**src/sv/assert_macros.svh**
```systemverilog
// Assertion macros used by csv_byte_tokenizer_unit, the RTL file that carries checks.
`ifndef ASSERT_MACROS_SVH
`define ASSERT_MACROS_SVH

// Same-cycle implication, disabled during reset.
`define ASSERT_IMP(label, clk, rst, ante, cons, msg) \
  label: assert property (@(posedge clk) disable iff (rst) (ante) |-> (cons)) \
    else $error(msg);

// Next-cycle implication, disabled during reset.
`define ASSERT_NXT(label, clk, rst, ante, cons, msg) \
  label: assert property (@(posedge clk) disable iff (rst) (ante) |=> (cons)) \
    else $error(msg);

`endif

```
**src/sv/csvt_pkg.sv**
```systemverilog
// ----------------------------------------------------------------------------
// csvt_pkg
// Types and constants of the CSV byte tokeniser.
// ----------------------------------------------------------------------------
`default_nettype none

package csvt_pkg;

  localparam logic [7:0] CH_COMMA = 8'h2C;
  localparam logic [7:0] CH_QUOTE = 8'h22;
  localparam logic [7:0] CH_LF    = 8'h0A;
  localparam logic [7:0] CH_CR    = 8'h0D;

  localparam int unsigned MaxEvents = 4;

  typedef enum logic [2:0] {
    M_ROW        = 3'd0,
    M_AFTER_LF   = 3'd1,
    M_AFTER_CR   = 3'd2,
    M_ABSORB_CR  = 3'd3,
    M_AFTER_COMMA= 3'd4,
    M_PLAIN      = 3'd5,
    M_QUOTED     = 3'd6,
    M_QUOTE_SEEN = 3'd7
  } mode_t;

  typedef enum logic [1:0] {
    EV_BYTE  = 2'd0,
    EV_FIELD = 2'd1,
    EV_ROW   = 2'd2
  } event_kind_t;

  typedef struct packed {
    event_kind_t kind;
    logic [7:0]  data;
    logic        nul;
  } event_t;

  // Everything one byte does: the new scan state and its list of events.
  typedef struct packed {
    mode_t                    mode_next;
    logic                     fhb_next;
    logic [2:0]               count;
    event_t [MaxEvents-1:0]   ev;
  } decode_t;

  function automatic event_t mk_event(event_kind_t kind, logic [7:0] data, logic nul);
    event_t e;
    e.kind = kind;
    e.data = data;
    e.nul  = nul;
    return e;
  endfunction

endpackage

`default_nettype wire

```
**src/sv/csvt_decode.sv**
```systemverilog
// ----------------------------------------------------------------------------
// csvt_decode
// Combinational step of the tokeniser: scan state and one byte in, next
// state and up to four events out.
// ----------------------------------------------------------------------------
`default_nettype none

module csvt_decode (
  input  csvt_pkg::mode_t   mode_in,
  input  logic              fhb_in,
  input  logic [7:0]        byte_in,
  input  logic              fin_in,
  output csvt_pkg::decode_t dec
);
  import csvt_pkg::*;

  mode_t                  mode;
  logic                   fhb;
  logic [2:0]             n;
  event_t [MaxEvents-1:0] ev;
  logic                   do_begin;
  logic                   do_after;

  always_comb begin
    mode     = mode_in;
    fhb      = fhb_in;
    n        = 3'd0;
    ev       = '0;
    do_begin = 1'b0;
    do_after = 1'b0;

    case (mode_in)
      M_QUOTE_SEEN: begin
        if (byte_in == CH_QUOTE) begin
          ev[n[1:0]] = mk_event(EV_BYTE, CH_QUOTE, 1'b0);
          n = n + 3'd1;
          fhb  = 1'b1;
          mode = M_QUOTED;
        end else begin
          ev[n[1:0]] = mk_event(EV_FIELD, 8'h00, !fhb);
          n = n + 3'd1;
          fhb = 1'b0;
          if (byte_in == CH_COMMA) begin
            mode = M_AFTER_COMMA;
          end else begin
            do_begin = 1'b1;
          end
        end
      end
      M_QUOTED: begin
        if (byte_in == CH_QUOTE) begin
          mode = M_QUOTE_SEEN;
        end else begin
          ev[n[1:0]] = mk_event(EV_BYTE, byte_in, 1'b0);
          n = n + 3'd1;
          fhb = 1'b1;
        end
      end
      M_PLAIN: begin
        if (byte_in == CH_COMMA || byte_in == CH_CR || byte_in == CH_LF) begin
          ev[n[1:0]] = mk_event(EV_FIELD, 8'h00, !fhb);
          n = n + 3'd1;
          fhb = 1'b0;
          if (byte_in == CH_COMMA) begin
            mode = M_AFTER_COMMA;
          end else begin
            ev[n[1:0]] = mk_event(EV_ROW, 8'h00, 1'b0);
            n = n + 3'd1;
            mode = (byte_in == CH_CR) ? M_AFTER_CR : M_AFTER_LF;
          end
        end else begin
          ev[n[1:0]] = mk_event(EV_BYTE, byte_in, 1'b0);
          n = n + 3'd1;
          fhb = 1'b1;
        end
      end
      M_ABSORB_CR: begin
        if (byte_in == CH_LF) begin
          mode = M_ROW;
        end else begin
          ev[n[1:0]] = mk_event(EV_ROW, 8'h00, 1'b0);
          n = n + 3'd1;
          do_after = 1'b1;
        end
      end
      M_AFTER_CR: begin
        if (byte_in == CH_LF) begin
          mode = M_AFTER_LF;
        end else begin
          do_after = 1'b1;
        end
      end
      M_AFTER_LF: begin
        do_after = 1'b1;
      end
      default: begin
        do_begin = 1'b1;
      end
    endcase

    // A CR straight after a row break may be the start of an absorbed CR LF.
    if (do_after) begin
      if (byte_in == CH_CR) begin
        mode = M_ABSORB_CR;
      end else begin
        do_begin = 1'b1;
      end
    end

    if (do_begin) begin
      if (byte_in == CH_COMMA) begin
        ev[n[1:0]] = mk_event(EV_FIELD, 8'h00, 1'b1);
        n = n + 3'd1;
        mode = M_AFTER_COMMA;
      end else if (byte_in == CH_CR) begin
        ev[n[1:0]] = mk_event(EV_ROW, 8'h00, 1'b0);
        n = n + 3'd1;
        mode = M_AFTER_CR;
      end else if (byte_in == CH_LF) begin
        ev[n[1:0]] = mk_event(EV_ROW, 8'h00, 1'b0);
        n = n + 3'd1;
        mode = M_AFTER_LF;
      end else if (byte_in == CH_QUOTE) begin
        fhb  = 1'b0;
        mode = M_QUOTED;
      end else begin
        ev[n[1:0]] = mk_event(EV_BYTE, byte_in, 1'b0);
        n = n + 3'd1;
        fhb  = 1'b1;
        mode = M_PLAIN;
      end
    end

    // The last byte of a text closes whatever is open and restarts the scan.
    if (fin_in) begin
      if (mode == M_PLAIN || mode == M_QUOTED || mode == M_QUOTE_SEEN) begin
        ev[n[1:0]] = mk_event(EV_FIELD, 8'h00, !fhb);
        n = n + 3'd1;
        ev[n[1:0]] = mk_event(EV_ROW, 8'h00, 1'b0);
        n = n + 3'd1;
      end else if (mode == M_AFTER_COMMA || mode == M_ABSORB_CR) begin
        ev[n[1:0]] = mk_event(EV_ROW, 8'h00, 1'b0);
        n = n + 3'd1;
      end
      mode = M_ROW;
      fhb  = 1'b0;
    end

    dec.mode_next = mode;
    dec.fhb_next  = fhb;
    dec.count     = n;
    dec.ev        = ev;
  end

endmodule

`default_nettype wire

```
**src/sv/csv_byte_tokenizer_unit.sv**
```systemverilog
// ----------------------------------------------------------------------------
// csv_byte_tokenizer_unit
// Streams CSV text a byte at a time and emits content, field-end and row-end
// events.
//
//   Channel  Handshake            Payload
//   in       in_valid / in_ready  in_byte, final_byte
//   out      out_valid / out_ready event_kind, data_byte, null_field,
//                                 last_of_run
//
// A byte is held in an input register, decoded combinationally into up to
// four events, and the events leave one beat per cycle from the event buffer
// while out_ready is high. A byte giving more than one event holds the input
// side while the event buffer drains.
// Reset clears the scan state and both buffers; a stalled output holds the
// input register, and one more byte may wait in it.
// ----------------------------------------------------------------------------
`default_nettype none

module csv_byte_tokenizer_unit (
  input  logic       clk,
  input  logic       rst,
  input  logic       in_valid,
  output logic       in_ready,
  input  logic [7:0] in_byte,
  input  logic       final_byte,
  output logic       out_valid,
  input  logic       out_ready,
  output logic [1:0] event_kind,
  output logic [7:0] data_byte,
  output logic       null_field,
  output logic       last_of_run
);
  import csvt_pkg::*;

  // Input register.
  logic       inq_valid;
  logic [7:0] inq_byte;
  logic       inq_fin;

  // Scan state.
  mode_t mode;
  logic  fhb;

  // Event buffer.
  event_t [MaxEvents-1:0] evbuf;
  logic [2:0]             rem;
  logic [1:0]             rd;

  decode_t dec;
  logic    load;
  logic    out_take;
  event_t  cur;

  csvt_decode u_decode (
    .mode_in (mode),
    .fhb_in  (fhb),
    .byte_in (inq_byte),
    .fin_in  (inq_fin),
    .dec     (dec)
  );

  assign out_take = out_valid && out_ready;
  assign load     = inq_valid && (rem == 3'd0 || (rem == 3'd1 && out_ready));
  assign in_ready = !inq_valid || load;

  always_ff @(posedge clk) begin
    if (rst) begin
      inq_valid <= 1'b0;
    end else if (in_ready) begin
      inq_valid <= in_valid;
    end
  end

  always_ff @(posedge clk) begin
    if (in_ready && in_valid) begin
      inq_byte <= in_byte;
      inq_fin  <= final_byte;
    end
  end

  always_ff @(posedge clk) begin
    if (rst) begin
      mode <= M_ROW;
      fhb  <= 1'b0;
    end else if (load) begin
      mode <= dec.mode_next;
      fhb  <= dec.fhb_next;
    end
  end

  always_ff @(posedge clk) begin
    if (rst) begin
      rem <= 3'd0;
      rd  <= 2'd0;
    end else if (load) begin
      rem <= dec.count;
      rd  <= 2'd0;
    end else if (out_take) begin
      rem <= rem - 3'd1;
      rd  <= rd + 2'd1;
    end
  end

  always_ff @(posedge clk) begin
    if (load) begin
      evbuf <= dec.ev;
    end
  end

  assign cur         = evbuf[rd];
  assign out_valid   = (rem != 3'd0);
  assign event_kind  = cur.kind;
  assign data_byte   = cur.data;
  assign null_field  = cur.nul;
  assign last_of_run = (rem == 3'd1);

`include "assert_macros.svh"

  `ASSERT_IMP(a_load_free, clk, rst, load && rem != 3'd0, out_take && last_of_run, "event overrun")
  `ASSERT_NXT(a_run_continues, clk, rst, out_take && !last_of_run, out_valid, "run broken early")
  `ASSERT_NXT(a_fin_clears, clk, rst, load && inq_fin, mode == M_ROW && !fhb, "scan not reset")
  `ASSERT_IMP(a_kind_valid, clk, rst, out_valid, event_kind != 2'd3, "undefined event kind")

endmodule

`default_nettype wire
```
**config.mk**
```make
export PLATFORM = sky130hd
export DESIGN_NAME = csv_byte_tokenizer_unit
export DESIGN_NICKNAME = d
export VERILOG_FILES = /design/src/sv/csvt_pkg.sv /design/src/sv/csvt_decode.sv /design/src/sv/csv_byte_tokenizer_unit.sv
export VERILOG_INCLUDE_DIRS = /design/src /design/src/sv
export SDC_FILE = /design/constraint.sdc
export NUM_CORES = 1
export LEC_CHECK = 0
export BUFFER_PORTS_ARGS = -buffer_cell sky130_fd_sc_hd__buf_2
export CORE_ASPECT_RATIO = 1.75
export CORE_UTILIZATION = 55
export CTS_CLUSTER_DIAMETER = 150
export DETAILED_ROUTE_END_ITERATION = 6
export PLACE_DENSITY = 0.73
export SETUP_SLACK_MARGIN = 0.05
export SKIP_LAST_GASP = 1
export SLEW_MARGIN = 10
export SYNTH_ARGS = -nofsm -noshare
export SYNTH_HDL_FRONTEND = slang
export SYNTH_SLANG_ARGS = --single-unit
export TNS_END_PERCENT = 30
```
**constraint.sdc**
```tcl
create_clock -name clk -period 3.6 [get_ports clk]
set_clock_uncertainty 0.05 [all_clocks]
set_input_delay 0.18 -clock clk [delete_from_list [all_inputs] [get_ports clk]]
set_output_delay 0.18 -clock clk [all_outputs]
set_load 0.01 [all_outputs]
```
# == Yosys cells after proc, flatten, opt, wreduce, memory -nomap -nowiden ==
# Cells that the tools add are included.
# totals
regBits,63
out_inout_bits,14
# op_classes
n_addsub,5
magnitude_cmp,7
n_eq_ne,16
n_mux,75
bitwise_logic,12
n_reduce_logical,23
# op_table
op,count
44-bit two-way mux,8
40-bit inverter,3
44-bit bitwise mux,2
11-bit two-way mux,8
40-bit AND,2
3-bit two-way mux,24
11-bit demux with 2-bit select,3
11-bit one-hot mux with 4 select lines,1
20-bit by 40-bit AND with 40-bit output,1
18-bit by 36-bit AND with 36-bit output,1
36-bit inverter,1
11-bit binary-select mux with 2-bit select,1
3-bit equality test (second input constant),7
10-bit two-way mux,2
8-bit by 4-bit equality test with 1-bit output (second input constant),2
8-bit by 6-bit equality test with 1-bit output (second input constant),2
1-bit two-way mux,16
3-bit one-hot mux with 5 select lines,1
2-bit by 3-bit < comparator with 1-bit output (second input constant),4
3-bit one-hot mux with 4 select lines,1
3-bit by 1-bit adder with 3-bit output (second input constant),3
3-bit by 2-bit equality test with 1-bit output (second input constant),3
9-bit two-way mux,1
2-bit two-way mux,4
17 further kinds,37

# == Longest topological paths before layout ==
# Gate-level depths: netlist of the first run.
# depth
ltp_word,20
ltp_mapped,15
ltp_nobuf,12

# == By module ==
# From an unflattened synthesis of the first run, not the netlist that was laid out.
# unflattened
cells_unflattened,357
hier_area_um2,3857.4
# modules_own_cells
mod,instances,cells_each,area_per_inst_um2,seq_area_each_um2
csv_byte_tokenizer_unit,1,119,2359.8,1791.7
csvt_decode,1,238,1497.7,0.0

# == Worst setup path before layout of the first run ==
# OpenSTA, ideal clock, no wires.
# synth_path
path_type,reg-to-reg
startpoint,reg inq_byte[0]
endpoint,"reg evbuf[0] (netlist name), data pin"
arrival_time_ns,3.154
required_ns,3.293
path_slack_ns,0.139
stages_incl_launch_ff,14
n_path_buf,1
period_less_slack_ns,3.461
cell_sequence,edfxtp_1 clkbuf_1 or3b_4 a211oi_2 nand2_1 ha_1 nand2_1 o21ai_1 inv_1 ha_1 inv_1 nor2_1 a22o_1 a32o_1
# synth_lines
item,line,source
from (decl),csv_byte_tokenizer_unit.sv:38,logic [7:0] inq_byte;
from (signal assigned),csv_byte_tokenizer_unit.sv:77,inq_byte <= in_byte;
to (signal assigned),csv_byte_tokenizer_unit.sv:107,evbuf <= dec.ev;
to (decl),csv_byte_tokenizer_unit.sv:46,event_t [MaxEvents-1:0] evbuf;

==> results of run 1 <==
-- worst paths after layout --
path	from	to	cells after the start
hold / removal	in_valid	inq_valid$_SDFFE_PP0N_	3
hold reg to reg	fhb$_SDFFE_PP0P_	fhb$_SDFFE_PP0P_	2
setup reg to reg	inq_byte[4]$_DFFE_PP_	evbuf[15]$_DFFE_PP_	13
setup / recovery	inq_byte[4]$_DFFE_PP_	evbuf[15]$_DFFE_PP_	13
-- state kept, by name, indices dropped and copies added (netlist names) --
register	cells
evbuf	44
fhb	1
inq_byte	8
inq_fin	1
inq_valid	1
mode	3
rd	2
rem	3
-- metal layers --
layer / share of wire / track usage / routed length, µm / vias to the layer above
met5: 0 / 0 / 0 / -
met3: 0.046 / 0.0490 / 450 / 26
met1: 0.37 / 0.305 / 3670 / 1550
li1: - / - / - / 1523
met2: 0.54 / 0.497 / 5270 / 101
met4: 0.040 / 0.172 / 391 / 0
-- cell usage in the layout (no fill, tap or decap), types with 10 or more instances in the layout --
cell,n
a21oi_1,17
buf_2,26
buf_4,17
dfxtp_1,10
edfxtp_1,53
ha_1,15
inv_1,17
mux4_2,11
nand2_1,38
nor2_1,54
nor3_1,11
o21ai_0,12
-- metrics by stage --
step / power, W / area [µm²]
floorplan: 0.00154 / 3930
global placement: 0.00173 / 4190
detailed placement: 0.00176 / 4190
CTS: 0.00270 / 4600
global route: 0.00281 / 4640
finish: 0.00269 / 4640
-- power by group --
group	switching (W)	internal, W
Clock	0.000311	0.000624
Combinational	0.000378	0.000299
Sequential	0.000119	0.000963
Total	0.000808	0.00189
-- worst max-delay path, cell delays in order (launching register included) --
cell and delay, ns:
edfxtp_1 0.42, or3_4 0.50, o41ai_1 0.40, o221a_2 0.29, ha_1 0.23, nand2_1 0.06, o21ai_1 0.08, inv_1 0.24
ha_1 0.26, nand2_1 0.06, o211a_1 0.22, o21ai_1 0.07, buf_4 0.19, nor2_1 0.06
-- repair_timing --
action | in CTS | in global routing
hold buffers | 9 | 0
buffers inserted | 0 | 2
endpoints found under the hold margin | 9 | 0
resized for setup | 0 | 2
setup endpoints to repair | 0 | 26
-- kinds of logic (layout without fill, tap and decap cells) --
logic type	after synthesis	after routing	share of synthesized area
AOI/OAI and AO/OA	89	89	0.171
xor gates and xnor gates	6	6	0.0153
adders and majority gates	15	15	0.0478
buffers and inverters	38	86	0.0417
DFF	63	63	0.456
muxes	14	14	0.0707
and+or+nand+nor	157	157	0.197
-- layout make-up --
cell class,instances,area share
Multi-Input combinational cell,281,0.431
Sequential cell,63,0.387
Timing Repair Buffer,52,0.0750
Clock buffer,11,0.0524
Tap cell,84,0.0227
Clock inverter,5,0.0175
Inverter,18,0.0146
==> flow_summary.ini, run 1 <==
[final_layout]
final-seq-area_mm2 = 0.00179
fillCellCount = 546
synthToLayoutAreaGrowth_pct = 18.0
nets = 453
n_antenna_cell = 0
fin_util = 0.671
multi_input_area_mm2 = 0.00200
post_layout_nonfiller_instances = 514
drive_above_1_share = 0.195

[grt]
antenna_found_initial = 0
grt_pass1_vias = 3173
grt.total_usage = 0.283
overflow = 0
grt_pass1_wl_um = 15400
grt_max_degree = 48

[worst_setup_path]
reg2reg_setup_slack_ns = 0.21
cp_max_fo = 12
start_kind = register
critPathCaptureType = register
cp.arrival_ns = 3.42
critPathKind = register to register
required_ns = 3.63

[synth]
ys_types = 74
synth_top_area_frac = 0.405
synth_top_area_cell = edfxtp_1
syn_nets = 410
synthFlopType = edfxtp_1
yosysWarnings = 0
synth_seq_cells = 63
synth_seq_area_share = 0.456
yosysMostFrequentCell = nor2_1
syn_area_per_cell_um2 = 10.3
postSynthCellCount = 382
syn_area_mm2 = 0.00393
synth_edf_count = 53
yosys-top-cells-count = nor2_1 (54), edfxtp_1 (53), nand2_1 (38)
synthArstFlopShare = 0
ys_top_cells_by_area = edfxtp_1 (41%), mux4_2 (6.3%), nor2_1 (5.2%)

[routing]
route.detailed.drc = 0
vias_per_cell = 6.23
wl_per_cell_um = 19.0
firstDrtPassIters = 4
wl_um = 9780
route.vias.total = 3200
drtIter0Drc = 274
antenna_left = 0

[timing]
finalSetupViolCount = 0
fin_crit_sh = 0.942
fmax_ghz = 0.295
hold_slack_ns = 0.0458
hold_viol = 0
fin_ws_ns = 0.209
layout_min_cycle_time_ns = 3.39
worst_pin_slew_ns = 0.973
slew_headroom = 0.351
drv_slew = 0
rsz0062_at_grt = false
fin_tns_setup_ns = 0

[placement]
place.gp.congestion = 0.975
place_ws_ns = 0.212
hpwl_um = 7270
io_buffers = 26
place_inst = 487

[pwr]
p_per_area_mw_per_mm2 = 581
leakage_nw = 1.77
peakVddDrop_v = 0.000423

[clock_tree]
clock_latency_ns = 0.33
root_buffer = clkbuf_16
tritoncts = built
cts_inserted_buffers = 9
clkSlewWorstSetupHoldPaths_ns = 0.06
clockBufferDepth = 2
cts_sinks = 63
cts_max_level = 3

[hold_path]
hold_path.class = input pin to register

[floorplanning]
start_util = 0.569
core_area_mm2 = 0.00691
ios = 27
design.die.area_mm2 = 0.00750
die_h_um = 114
fp.dieW_um = 65.9
num_rows = 40

[job]
drv_cap = 0

[status]
status = complete, no violations
No activity file was read; power rests on OpenSTA's default activity.
==> run 2, diff against run 1 <==
--- a/config.mk
+++ b/config.mk
@@ -12,6 +12,7 @@
 export CTS_CLUSTER_DIAMETER = 150
 export DETAILED_ROUTE_END_ITERATION = 6
 export PLACE_DENSITY = 0.73
+export RECOVER_POWER = 100
 export SETUP_SLACK_MARGIN = 0.05
 export SKIP_LAST_GASP = 1
 export SLEW_MARGIN = 10
==> flow_summary.ini, run 2 (synthesis results as in run 1) <==
[worst_setup_path]
required_ns = 3.61
cpMaxStageDelayCell = or3_4
crit_path_frequent_cell = ha_1
critPathMaxStageDelay_ns = 0.48
r2r-start = inq_byte[7]$_DFFE_PP_
start_kind = register
cp.arrival_ns = 3.42
cp.buffers_inverters = 1
critPathKind = register to register
reg2reg_depth = 10
r2r_end = evbuf[8]$_DFFE_PP_
critPathCaptureType = register
reg2reg_setup_slack_ns = 0.19
cp_max_fo = 12
cp_top_family = compound AO/OA/AOI/OAI gates
path_cells = or3_4 -> o41ai_1 -> o221a_2 -> ha_1 -> nand2_1 -> o21ai_1 -> inv_1 -> ha_1 -> a32o_1 -> nor2_1

[routing]
route.vias.total = 3221
firstDrtPassIters = 5
wl_um = 9800
route.detailed.drc = 0
wl_met1_um = 3630
antenna_left = 0
drtIter0Drc = 250
met2WireLength_um = 5310
highest_layer = met4
wl_per_cell_um = 19.1
routed-wl-met3_um = 425
vias_per_cell = 6.27

[placement]
io_buffers = 26
place_inst = 487
place_ws_ns = 0.212
hpwl_um = 7270
place.gp.congestion = 0.975
place_area_mm2 = 0.00419

[job]
drv_cap = 0

[final_layout]
regMostFlops = evbuf
finalInstanceArea_mm2 = 0.00459
post_layout_nonfiller_instances = 514
synthToLayoutAreaGrowth_pct = 16.8
largest_registers = evbuf (44), inq_byte (8)
fin_util = 0.664
largest_register_ffs = 44
nets = 453
n_antenna_cell = 0
final_common_cell = nor2_1
final_cell_mix = nor2_1 (54), edfxtp_1 (53), nand2_1 (38)
drive_above_1_share = 0.153

[pwr]
p_per_area_mw_per_mm2 = 581
p_seq_frac = 0.407
power.switching_w = 0.000802
combPwrFrac = 0.244
netSwitchingFraction = 0.301
leakage_nw = 1.72
peakVddDrop_v = 0.000408
p_int_w = 0.00187
power.share.clock = 0.349

[timing]
slew_headroom = 0.256
fin_tns_setup_ns = 0
layout_min_cycle_time_ns = 3.41
finalSetupViolCount = 0
drv_slew = 0
fin_crit_sh = 0.948
fmax_ghz = 0.293
hold_viol = 0
worst_pin_slew_ns = 1.12
rsz0062_at_grt = false
fin_ws_ns = 0.187

[hold_path]
holdPathEnd = inq_valid$_SDFFE_PP0N_
hold_path.class = input pin to register
min_delay_path_depth = 3
worstHoldStart = in_valid

[clock_tree]
clock_latency_ns = 0.33
clkSlewWorstSetupHoldPaths_ns = 0.05
cts_max_level = 3
clockBufferDepth = 2
tritoncts = built
root_buffer = clkbuf_16
cts_inserted_buffers = 9
cts_sinks = 63

[grt]
grt.total_usage = 0.283
grt_max_degree = 48
grt_pass1_wl_um = 15400
grt_pass1_vias = 3173
overflow = 0
antenna_found_initial = 0

[floorplanning]
fp.dieW_um = 65.9
core_area_mm2 = 0.00691
start_util = 0.569
die_h_um = 114
num_rows = 40
design.die.area_mm2 = 0.00750
ios = 27

[status]
status = complete, no violations
run 2: metrics by stage:
step | hold slack, ns | total power (W)
after detailed placement | 0.309 | 0.00176
after global placement | 0.306 | 0.00173
after global routing | 0.0759 | 0.00279
after floorplan | 0.229 | 0.00154
final | 0.0480 | 0.00267
after CTS | 0.0421 | 0.00270
run 2: worst max path at each step:
stage,startpoint,cells after the start,end
finish,inq_byte[7]$_DFFE_PP_,10,evbuf[8]$_DFFE_PP_
floorplan,inq_byte[0]$_DFFE_PP_,13,evbuf[0]$_DFFE_PP_
global placement,inq_byte[4]$_DFFE_PP_,11,evbuf[0]$_DFFE_PP_
CTS,inq_byte[7]$_DFFE_PP_,10,evbuf[37]$_DFFE_PP_
global route,inq_byte[7]$_DFFE_PP_,12,evbuf[19]$_DFFE_PP_
detailed placement,inq_byte[4]$_DFFE_PP_,10,evbuf[37]$_DFFE_PP_
run 2: metal layers:
metal  vias to the layer above  track usage
li1                       1522            -
met1                      1561        0.305
met2                       106        0.497
met3                        32       0.0490
met4                         0        0.172
met5                         -            0
run 2: power groups by stage:
stage	logic, W	clock network, W	registers (W)
after floorplan	0.000524	0	0.00102
after global placement	0.000646	0	0.00109
after detailed placement	0.000658	0	0.00110
after CTS	0.000671	0.000944	0.00109
after global routing	0.000719	0.000963	0.00111
final	0.000651	0.000931	0.00109
run 2: worst reg2reg max path: cells and delay by family (launching register included):
| kind | cells | cell delay, ns |
|---|---|---|
| AO/OA/AOI/OAI | 4 | 1.22 |
| flip-flops | 1 | 0.44 |
| adder cells (fa/ha/maj) | 2 | 0.53 |
| AND/OR/NAND/NOR | 3 | 0.67 |
| buffers and inverters | 1 | 0.24 |
run 2: area by class of cell:
| type | count | area (µm²) |
|---|---|---|
| Clock inverter | 5 | 81.3 |
| Tap cell | 84 | 105 |
| Inverter | 18 | 67.6 |
| Clock buffer | 11 | 243 |
| Timing Repair Buffer | 52 | 328 |
| Fill cell | 561 | 2320 |
| Sequential cell | 63 | 1790 |
| Multi-Input combinational cell | 281 | 1970 |
run 2: what timing repair did:
action / in CTS / in global routing
setup buffers: 0 / 2
hold endpoints to repair: 9 / 0
gates resized for setup: 0 / 2
hold buffers: 9 / 0
setup endpoints to repair: 0 / 26
==> run 3, diff against run 2 <==
--- a/config.mk
+++ b/config.mk
@@ -6,6 +6,7 @@
 export SDC_FILE = /design/constraint.sdc
 export NUM_CORES = 1
 export LEC_CHECK = 0
+export ABC_AREA = 1
 export BUFFER_PORTS_ARGS = -buffer_cell sky130_fd_sc_hd__buf_2
 export CORE_ASPECT_RATIO = 1.75
 export CORE_UTILIZATION = 55
==> flow_summary.ini, run 3 <==
[synth]
syn_area_mm2 = 0.00415
synth_top_area_cell = edfxtp_1
ys_top_cells_by_area = edfxtp_1 (38%), nand2_1 (9.8%), nand3_1 (5.9%)
synthFlopType = edfxtp_1
synth_seq_area_share = 0.431
yosysWarnings = 0
synthArstFlopShare = 0
yosysMostFrequentCell = nand2_1
synth_top_area_frac = 0.383
yosys-top-cells-count = nand2_1 (108), nor2_1 (57), edfxtp_1 (53)
synth_edf_count = 53
syn_area_per_cell_um2 = 7.87
synth_seq_cells = 63
postSynthCellCount = 528
syn_nets = 556
ys_types = 38

[worst_setup_path]
start_kind = register
cp.arrival_ns = 3.25
critPathCaptureType = register
cp_max_fo = 13
critPathKind = register to register
required_ns = 3.61

[timing]
worst_pin_slew_ns = 1.07
fin_crit_sh = 0.902
drv_slew = 0
hold_viol = 0
slew_headroom = 0.285
layout_min_cycle_time_ns = 3.25
fin_tns_setup_ns = 0
fmax_ghz = 0.308
rsz0062_at_grt = false
finalSetupViolCount = 0

[floorplanning]
die_h_um = 117
design.die.area_mm2 = 0.00792
start_util = 0.574
num_rows = 41
fp.dieW_um = 67.7
core_area_mm2 = 0.00723
ios = 27

[grt]
overflow = 0
grt_pass1_vias = 3669
grtUsageMet3 = 0.0475
grt_pass1_wl_um = 17500
antenna_found_initial = 0
grt.total_usage = 0.306
grtUsageMet1 = 0.321
grt_busiest_layer = met2
met2_usage = 0.527
grt_max_degree = 46

[placement]
io_buffers = 26
hpwl_um = 8330
place.gp.congestion = 0.943

[routing]
wl_per_cell_um = 16.6
drtIter0Drc = 410
antenna_left = 0
vias_per_cell = 5.86
wl_um = 10900
route.vias.total = 3870
route.detailed.drc = 0
firstDrtPassIters = 5

[final_layout]
drive_above_1_share = 0.155
n_antenna_cell = 0
final_common_cell = nand2_1
largest_register_ffs = 44
synthToLayoutAreaGrowth_pct = 14.8
multi_input_area_mm2 = 0.00207
fillCellCount = 631
nets = 597
largest_registers = evbuf (44), inq_byte (8)
regMostFlops = evbuf
final-seq-area_mm2 = 0.00179
final_cell_mix = nand2_1 (107), nor2_1 (57), edfxtp_1 (53)

[pwr]
p_per_area_mw_per_mm2 = 637
power.total_w = 0.00304
peakVddDrop_v = 0.000412
leakage_nw = 2.00

[clock_tree]
tritoncts = built
root_buffer = clkbuf_16
cts_max_level = 3
clkSlewWorstSetupHoldPaths_ns = 0.06
cts_sinks = 63
clock_latency_ns = 0.34
clockBufferDepth = 2
cts_inserted_buffers = 9

[hold_path]
hold_path.class = input pin to register

[status]
status = complete, no violations

[job]
drv_cap = 0
[run 3: worst max-delay path: stages, from the launching register on]
cell and delay [ns]:
edfxtp_1 0.43, inv_1 0.10, nand2_1 0.07, nor2_1 0.04, nand2_2 0.21, nand3_1 0.15
nand2_1 0.21, inv_2 0.06, nand2_2 0.20, nand2_1 0.15, xnor2_2 0.34, inv_2 0.14
ha_1 0.28, o21ai_1 0.17, nor2_1 0.06, o21ai_1 0.15, o21ai_0 0.13
[run 3: layout make-up]
class / count / area share
multi-input combinational: 391 / 0.434
sequential: 63 / 0.376
timing repair buffer: 44 / 0.0567
inverter: 60 / 0.0499
clock buffer: 10 / 0.0480
tap: 86 / 0.0226
clock inverter: 6 / 0.0129
[run 3: report_power, final]
group	switching (W)	leakage (nW)	internal (W)	total, W
clock network	0.000324	0.142	0.000533	0.000857
logic	0.000766	1.27	0.000329	0.00109
registers	0.0000944	0.593	0.000992	0.00109
total	0.00118	2.00	0.00185	0.00304
[run 3: logic make-up after synthesis]
group / share of synthesized area
adders and majority gates: 0.0452
buffers and inverters: 0.0720
DFF: 0.431
and+or+nand+nor: 0.289
AOI/OAI and AO/OA: 0.155
xor gates and xnor gates: 0.00813
[run 3: path summary, 6_finish.rpt]
| check | slack [ns] | depth (start not counted) | start | endpoint |
|---|---|---|---|---|
| setup / recovery | 0.35 | 16 | inq_byte[2]$_DFFE_PP_ | evbuf[22]$_DFFE_PP_ |
| hold / removal | 0.07 | 3 | in_valid | inq_valid$_SDFFE_PP0N_ |
| hold reg to reg | 0.42 | 2 | rem[1]$_SDFFE_PP0P_ | rem[1]$_SDFFE_PP0P_ |
| setup reg to reg | 0.35 | 16 | inq_byte[2]$_DFFE_PP_ | evbuf[22]$_DFFE_PP_ |
[run 3: what timing repair did]
action / 4_1_cts / 5_1_grt
endpoints found under the hold margin: 11 / 0
endpoints found under the setup margin: 0 / 26
gates resized for setup: 0 / 8
buffers inserted: 0 / 4
hold buffers: 10 / 0
[run 3: metrics by stage]
stage	util	hold WS (ns)	setup WS, ns	instance area (µm²)	cells
2_1_floorplan	-	0.199	0.649	4160	528
3_3_place_gp	0.603	0.306	0.219	4360	630
3_5_place_dp	0.603	0.310	0.217	4360	630
4_1_cts	0.657	0.0757	0.153	4750	656
5_1_grt	0.659	0.104	0.0429	4770	660
6_report	0.659	0.0669	0.354	4770	660
[run 3: routing by layer]
metal / wire [µm] / vias up
li1: - / 1896
met1: 4130 / 1784
met2: 5730 / 145
met3: 495 / 45
met4: 575 / 0
met5: 0 / -
